[src/hdl/tvm_div.sv]
// Restoring unsigned divider that produces one quotient bit per cycle.
`timescale 1ns / 1ps

module tvm_div #(
    parameter int NUM_W = 54,
    parameter int DEN_W = 11
) (
    input  logic             clk,
    input  logic             rst_n,
    input  logic             start,
    input  logic [NUM_W-1:0] numer,
    input  logic [DEN_W-1:0] denom,
    output logic             done,
    output logic [NUM_W-1:0] quotient
);

    localparam int CNT_W = $clog2(NUM_W + 1);

    logic [DEN_W-1:0] rem_reg,  rem_next;
    logic [NUM_W-1:0] quo_reg,  quo_next;
    logic [DEN_W-1:0] den_reg,  den_next;
    logic [CNT_W-1:0] cnt_reg,  cnt_next;
    logic             busy_reg, busy_next;
    logic             done_reg, done_next;
    logic [DEN_W:0]   trial;
    logic             fits;

    // The divisor is never zero here, so the remainder stays below it.
    assign trial = {rem_reg, quo_reg[NUM_W-1]};
    assign fits  = trial >= {1'b0, den_reg};

    always_comb
    begin
        rem_next  = rem_reg;
        quo_next  = quo_reg;
        den_next  = den_reg;
        cnt_next  = cnt_reg;
        busy_next = busy_reg;
        done_next = 1'b0;
        if (start)
        begin
            rem_next  = '0;
            quo_next  = numer;
            den_next  = denom;
            cnt_next  = CNT_W'(NUM_W);
            busy_next = 1'b1;
        end
        else if (busy_reg)
        begin
            rem_next = fits ? DEN_W'(trial - {1'b0, den_reg}) : DEN_W'(trial);
            quo_next = {quo_reg[NUM_W-2:0], fits};
            cnt_next = cnt_reg - CNT_W'(1);
            if (cnt_reg == CNT_W'(1))
            begin
                busy_next = 1'b0;
                done_next = 1'b1;
            end
        end
    end

    always_ff @(posedge clk or negedge rst_n)
    begin
        if (!rst_n)
        begin
            cnt_reg  <= '0;
            busy_reg <= 1'b0;
            done_reg <= 1'b0;
        end
        else
        begin
            cnt_reg  <= cnt_next;
            busy_reg <= busy_next;
            done_reg <= done_next;
        end
    end

    always_ff @(posedge clk)
    begin
        rem_reg <= rem_next;
        quo_reg <= quo_next;
        den_reg <= den_next;
    end

    assign done     = done_reg;
    assign quotient = quo_reg;

endmodule

[config.mk]
export PLATFORM = sky130hd
export DESIGN_NAME = tvm_div
export DESIGN_NICKNAME = d
export VERILOG_FILES = /design/src/hdl/tvm_div.sv
export SDC_FILE = /design/constraint.sdc
export NUM_CORES = 1
export LEC_CHECK = 0
export BUFFER_PORTS_ARGS = -buffer_cell sky130_fd_sc_hd__buf_4
export CORE_MARGIN = 10
export CORE_UTILIZATION = 45
export CTS_CLUSTER_SIZE = 20
export DETAILED_ROUTE_END_ITERATION = 16
export PLACE_DENSITY = 0.71
export SYNTH_ARGS = -nofsm -noshare
export SYNTH_HDL_FRONTEND = slang
export SYNTH_SLANG_ARGS = --single-unit
[constraint.sdc]
create_clock -name clk -period 4.9 [get_ports clk]
set_input_delay 0.245 -clock clk [delete_from_list [all_inputs] [get_ports clk]]
set_output_delay 0.245 -clock clk [all_outputs]
set_load 0.1 [all_outputs]
# After elaboration in Yosys (flattened, before gate mapping)
# Index checks and enable logic that the tools add are counted.
# W data, S select, Z words.
[op_classes] magnitude_cmp=1 muxes=11 reduce_logical=1 n_eq_ne=1 add_sub_neg=2
[ops] op="$mux W54" n=2
[ops] op="$ge A12 B11 Y1" n=1
[ops] op="$mux W6" n=2
[ops] op="$mux W11" n=1
[ops] op="$sub A11 B11 Y11" n=1
[ops] op="$eq A6 B1 Y1 const B" n=1
[ops] op="$mux W1" n=6
[ops] op="$sub A6 B1 Y6 const B" n=1
[ops] op="$reduce_bool A2 Y1" n=1
[word_totals] input_bits=68 output_inout_bits=55 ff_bits=84 elab_cells=22

# Logic depth before layout (Yosys ltp)
# Gate-level depths: netlist of the first run.
[depth] ltp_word=4 depth_mapped=10 depth_no_buf=9

# Worst setup path after synthesis of the first run
# Ideal clock, no wire load.
[synth_path] kind="register to register" start="register quo_reg[53] (netlist: quotient[53])" end="register rem_reg[0]" path_slack_ps=1984 path_buffers=0 path_stages_with_launch=10 setup_time_ps=79 t_required_ps=4821 arrival_ps=2837 synth_period_minus_slack_ps=2916 path_cell_list="edfxtp_1 inv_1 ha_1 fa_1 nor2b_1 o31a_1 o21ai_2 o21ai_4 mux2_4 a211oi_2"
[synth_via] elab_chain_len=2 elab_cells_between_ends=3 classes_between="1 x add/sub; 1 x order compare; 1 x mux"
[synth_lines] element="from (decl)" line="20" rtl="logic [NUM_W-1:0] quo_reg, quo_next;"
[synth_lines] element="from (signal assigned)" line="80" rtl="quo_reg <= quo_next;"
[synth_lines] element="$sub A11 B11 Y11 or $ge A12 B11 Y1 (tied branches)" line="50, 30"
[synth_lines] element="$mux W11 (*)" line="50" rtl="rem_next = fits ? DEN_W'(trial - {1'b0, den_reg}) : DEN_W'(trial);"
[synth_lines] element="to (signal assigned)" line="79" rtl="rem_reg <= rem_next;"
[synth_lines] element="to (decl)" line="19" rtl="logic [DEN_W-1:0] rem_reg, rem_next;"
# Every way passes the cells marked *; elsewhere a longest branch is shown, timed or not.
# A chain may end at the register's enable or synchronous reset.

# Final worst setup path of the first run
# Ends and elaborated chain as after synthesis.

==> reports/metrics.cfg, run 1 <==
[clocking]
clock_latency_ps=350
path_clk_slew_ps=90
clock-sinks=84
h-tree-depth=3
cts_root_buffer=clkbuf_8
cts_resized=0
cts_buffer_depth=2
post_cts_buffers=0
hold_buffers=1
cts_tree=yes
numCtsBuffers=9

[drt]
drcViolationCount=0
via_per_inst=5.19
wire_per_inst_um=18.1
top_layer_used=met4
dr.pass1.iters=4
wl_met2_um=4640
vias=2769
wl_met3_um=1190
ant_nets=0
postRouteWirelength_um=9670
wl_met1_um=3720
drt_iter0_drc=125

[synthesis]
synthXorXnorAreaFrac=0.0214
yosys_most_used_dff=edfxtp_1
yosys_warnings=0
yosysTopAreaCell=edfxtp_1
yosysSeqAreaShare=0.579
syn-cell-area_um2=4100
synth_edf_count=65
yosysUniqueCellTypes=46
synth_simple_gate_area_frac=0.0846
synth_fa_ha_area_frac=0.0446
ys_top_cells_by_area=edfxtp_1, mux2_2, dfxtp_1
async_flop_share=0.0952
synth_common_cells=edfxtp_1, mux2_2, nor2_1
synth_compound_area_frac=0.0727
yosys.area.top_type_share=0.476
synth_top_family_by_area=multiplexers
ys_ff_latch=84
avgSynthCellArea_um2=13.7
synthMuxAreaShare=0.167
syn_inst=299
synth.most_common_cell=edfxtp_1
synth_nets=381

[place]
port_buffers=122
dpl.cell_count=517
dp_slack_ps=2300
dpl.hpwl_um=7210
place.gp.congestion=0.817

[global_route]
overflow=0
antenna_found_initial=0
grt_pass1_vias=3036
grt_max_degree=87
grt_pass1_wl_um=15800
grtUsageTotal=0.151

[timing]
clock_skew_ps=13.1
period_share=0.530
hold_viol=0
fin_setup_tns_ps=0
period_minus_slack_ps=2600
slew_headroom=0.324
rsz0062_at_grt=no
setup_viol=0
setup_slack_ps=2300
slew_violations=0
tightest_slew_ps=1010
max_freq_mhz=385

[min_path]
min_path_type=in -> reg

[layout]
multi_input_area_um2=1600
final-seq-area_um2=2370
nNetsFinal=503
instances_no_fill=534
syn_to_final_growth_pct=29.1
drive_gt1_frac=0.469
largest_register_ffs=54
diodes=0
fillers=733

[outcome]
outcome=completed

[floorplan]
chipWidth_um=115
die_area_um2=13300
fp-row-count=34
initial_utilization=0.465
core-area_um2=8810
ios=123
fp.dieH_um=115

[worst_setup_path]
path_class=reg -> reg
end_kind=flop
crit_required_ps=5170
worstPathArrival_ps=2860
cp_max_fo=14
cp-start-kind=flop

[power_and_ir_drop]
p_total_w=0.00243
ir_worst_vdd_uv=260
p_leak_nw=2.23
p_per_area_nw_per_um2=459

[job]
maxCapViolations=0

==> path summary, 6_finish.rpt <==
kind	from	endpoint	slack (ps)	cells past startpoint
worst max-delay path	quotient[53]	rem_reg[0]	2300	9
max in group asynchronous	rst_n	busy_reg	4530	2
worst min register to register	rem_reg[4]	rem_reg[4]	510	2
min in group asynchronous	rst_n	cnt_reg[1]	250	2
worst min-delay path	denom[6]	den_reg[6]	70	1
worst max register to register	quotient[53]	rem_reg[0]	2300	9
==> critical path, stage by stage, from the launching register on <==
cell	delay [ps]
edfxtp_1	350
inv_1	60
ha_1	220
fa_1	400
nor2b_1	160
o31a_1	190
o21ai_2	140
o21ai_4	450
mux2_4	350
a211oi_2	190
==> layout by cell type, fill, tap and decap left out, drive strengths merged, types with 2 or more instances in the layout <==
master	Yosys	routed
a211oi	8	8
a21oi	5	5
a311oi	2	2
and2	2	2
buf	2	123
clkbuf	11	13
clkinv	0	2
dfrtp	8	8
dfxtp	11	11
edfxtp	65	65
ha	13	13
inv	16	16
mux2	55	55
mux2i	6	6
nand2	10	10
nand2b	8	8
nand3	2	2
nor2	21	21
nor2b	2	2
nor3	4	4
nor4b	2	2
nor4bb	3	3
o211ai	4	4
o21a	2	2
o21ai	10	10
o22ai	2	2
o31a	2	2
o31ai	2	2
xnor2	8	8
xor2	2	2
==> through the flow <==
step	util	instance area (um2)	hold WS (ps)
after floorplan	-	4100	-50.6
after global placement	0.578	5090	68.2
after detailed placement	0.578	5090	71.5
after CTS	0.601	5290	56.1
after global routing	0.601	5290	53.3
final	0.601	5290	70.4
==> power by group <==
group	switching (W)	internal [W]	leakage, nW	total (W)
combinational	0.000679	0.000337	1.28	0.00102
sequential	0.0000645	0.000875	0.858	0.000939
clock	0.000241	0.000230	0.0948	0.000471
==> area by class of cell <==
class | instances | share of cell area
clock buffer | 13 | 0.0322
clock inverter | 3 | 0.00402
inverter | 16 | 0.0114
multi-input combinational | 186 | 0.302
sequential | 84 | 0.448
tap | 108 | 0.0255
timing repair buffer | 124 | 0.176
==> layer usage <==
| metal | up-vias | global-route usage |
|---|---|---|
| li1 | 1351 | - |
| met1 | 1314 | 0.170 |
| met2 | 94 | 0.237 |
| met3 | 10 | 0.0873 |
| met4 | 0 | 0.0507 |
| met5 | - | 0 |
==> cells by family after synthesis <==
| logic type | after synthesis |
|---|---|
| AOI/OAI and AO/OA | 39 |
| xor gates and xnor gates | 10 |
| adders and majority gates | 14 |
| buffers and inverters | 29 |
| DFF | 84 |
| muxes | 61 |
| and+or+nand+nor | 62 |
Note: power is estimated with default switching activity, not from simulation.
==> run 2, diff against run 1 <==
--- a/config.mk
+++ b/config.mk
@@ -5,6 +5,7 @@
 export SDC_FILE = /design/constraint.sdc
 export NUM_CORES = 1
 export LEC_CHECK = 0
+export ABC_AREA = 1
 export BUFFER_PORTS_ARGS = -buffer_cell sky130_fd_sc_hd__buf_4
 export CORE_MARGIN = 10
 export CORE_UTILIZATION = 45
==> constraint.sdc (replaced) <==
create_clock -name clk -period 2.7 [get_ports clk]
set_input_delay 0.135 -clock clk [delete_from_list [all_inputs] [get_ports clk]]
set_output_delay 0.135 -clock clk [all_outputs]
set_load 0.1 [all_outputs]
==> reports/metrics.cfg, run 2 <==
[worst_setup_path]
crit_family=simple AND/OR/NAND/NOR gates
worstPathArrival_ps=2270
max_stage_delay_ps=390
cp_slowest_cell=edfxtp_1
end_kind=flop
worstPathCellList=inv_1 -> ha_1 -> fa_1 -> inv_1 -> nand3_1 -> nand3_2 -> nand2_2 -> nand4_4 -> nand2_1 -> nand2_1
crit_required_ps=2820
cp_max_fo=12
critPathBufInv=2
cp-start-kind=flop
path_class=reg -> reg

[place]
port_buffers=122
place.gp.congestion=0.901
dpl.hpwl_um=8410

[outcome]
outcome=completed

[synthesis]
yosys_warnings=0
synth_nets=579
synth_edf_count=65
yosysUniqueCellTypes=33
async_flop_share=0.0952
synth_common_cells=nand2_1, edfxtp_1, inv_1
yosysSeqAreaShare=0.549
yosys_most_used_dff=edfxtp_1
ys_top_cells_by_area=edfxtp_1, nand2_1, dfxtp_1
ys_ff_latch=84
syn_inst=497
synth.most_common_cell=nand2_1
syn-cell-area_um2=4320
yosys.area.top_type_share=0.452
yosysTopAreaCell=edfxtp_1
avgSynthCellArea_um2=8.69

[global_route]
grt_pass1_wl_um=18900
antenna_found_initial=0
overflow=0
grt_pass1_vias=3747
grt_max_degree=62
grtUsageTotal=0.164

[drt]
via_per_inst=4.78
ant_nets=0
vias=3644
dr.pass1.iters=5
drcViolationCount=0
wire_per_inst_um=15.1
postRouteWirelength_um=11500
drt_iter0_drc=190

[layout]
drive_gt1_frac=0.269
diodes=0
layout_common_cells=nand2_1, buf_4, edfxtp_1
mostFrequentLayoutCell=nand2_1
largest_register_ffs=54
nNetsFinal=710
syn_to_final_growth_pct=30.2
fillers=842

[power_and_ir_drop]
p_per_area_nw_per_um2=827
switching_share=0.435
p_seq_frac=0.367
p_total_w=0.00465
p_sw_w=0.00202
p_leak_nw=2.86
pwr-share-clk=0.195
pwr-share-comb=0.438
internal_power_w=0.00263
ir_worst_vdd_uv=377

[clocking]
path_clk_slew_ps=90
clock_latency_ps=350
cts_buffer_depth=2
numCtsBuffers=9
cts_tree=yes
post_cts_buffers=0
clock-sinks=84
h-tree-depth=3
cts_root_buffer=clkbuf_8

[timing]
tightest_slew_ps=960
slew_headroom=0.358
fin_setup_tns_ps=0
hold_viol=0
period_share=0.798
rsz0062_at_grt=no
setup_viol=0
period_minus_slack_ps=2160
slew_violations=0
max_freq_mhz=464
clock_skew_ps=13.9
whs_ps=47.0

[floorplan]
die_area_um2=13900
ios=123
core-area_um2=9280
chipWidth_um=118
initial_utilization=0.465
fp.dieH_um=118
fp-row-count=35

[job]
maxCapViolations=0

[min_path]
min_path_type=in -> reg

## run 2: cells by family (layout without fill, tap and decap cells)
family                   after synthesis  after routing  synth area share
AO/OA/AOI/OAI                         12             12            0.0159
XOR/XNOR                               3              3           0.00608
adder cells (fa/ha/maj)               14             14            0.0423
buffers and inverters                 72            208            0.0730
flip-flops                            84             84             0.549
AND/OR/NAND/NOR                      312            312             0.314
## run 2: path summary, 6_finish.rpt
| kind | to | slack [ps] | depth (start not counted) | startpoint |
|---|---|---|---|---|
| min in group asynchronous | cnt_reg[4] | 140 | 2 | rst_n |
| worst min-delay path | quotient[34] | 50 | 3 | numer[34] |
| worst max-delay path | quotient[0] | 540 | 10 | quotient[53] |
| worst min register to register | rem_reg[4] | 470 | 2 | rem_reg[4] |
| worst max register to register | quotient[0] | 540 | 10 | quotient[53] |
| max in group asynchronous | done | 2420 | 2 | rst_n |
## run 2: timing repair
action | in CTS | in global routing
hold buffers | 12 | 0
hold endpoints to repair | 19 | 0
resized for setup | 0 | 0
setup endpoints to repair | 0 | 0
## run 2: layout make-up
cell class	count	area, um2	area share
inverters	54	203	0.0360
clock buffers	10	128	0.0227
repair buffers	138	1070	0.189
flip-flops and latches	84	2370	0.422
well taps	129	161	0.0287
clock inverters	6	63.8	0.0113
multi-input cells	341	1630	0.290
## run 2: power groups by stage
stage | sequential, W | combinational [W] | clock [W]
floorplan | 0.00229 | 0.00108 | 0
global placement | 0.00173 | 0.00200 | 0
detailed placement | 0.00173 | 0.00202 | 0
CTS | 0.00171 | 0.00204 | 0.000925
global route | 0.00173 | 0.00223 | 0.000982
finish | 0.00171 | 0.00204 | 0.000906
## run 2: worst register-to-register path, cell delays in order, from the launching register on
cell,delay [ps]
edfxtp_1,390
inv_1,100
ha_1,180
fa_1,220
inv_1,70
nand3_1,80
nand3_2,120
nand2_2,270
nand4_4,310
nand2_1,150
nand2_1,60
## run 2: per-layer routing
layer	GRT usage	wire length (um)
met2	0.252	5220
met5	0	0
met3	0.0777	1170
met4	0.0549	166
met1	0.197	4950
## run 2: metrics by stage
stage               area, um2  utilization  setup slack, ps  std cells
floorplan                4320            -              179        497
global placement         5320        0.573              600        734
detailed placement       5320        0.573              537        734
CTS                      5630        0.606              538        762
global route             5630        0.606              360        762
finish                   5630        0.606              545        762
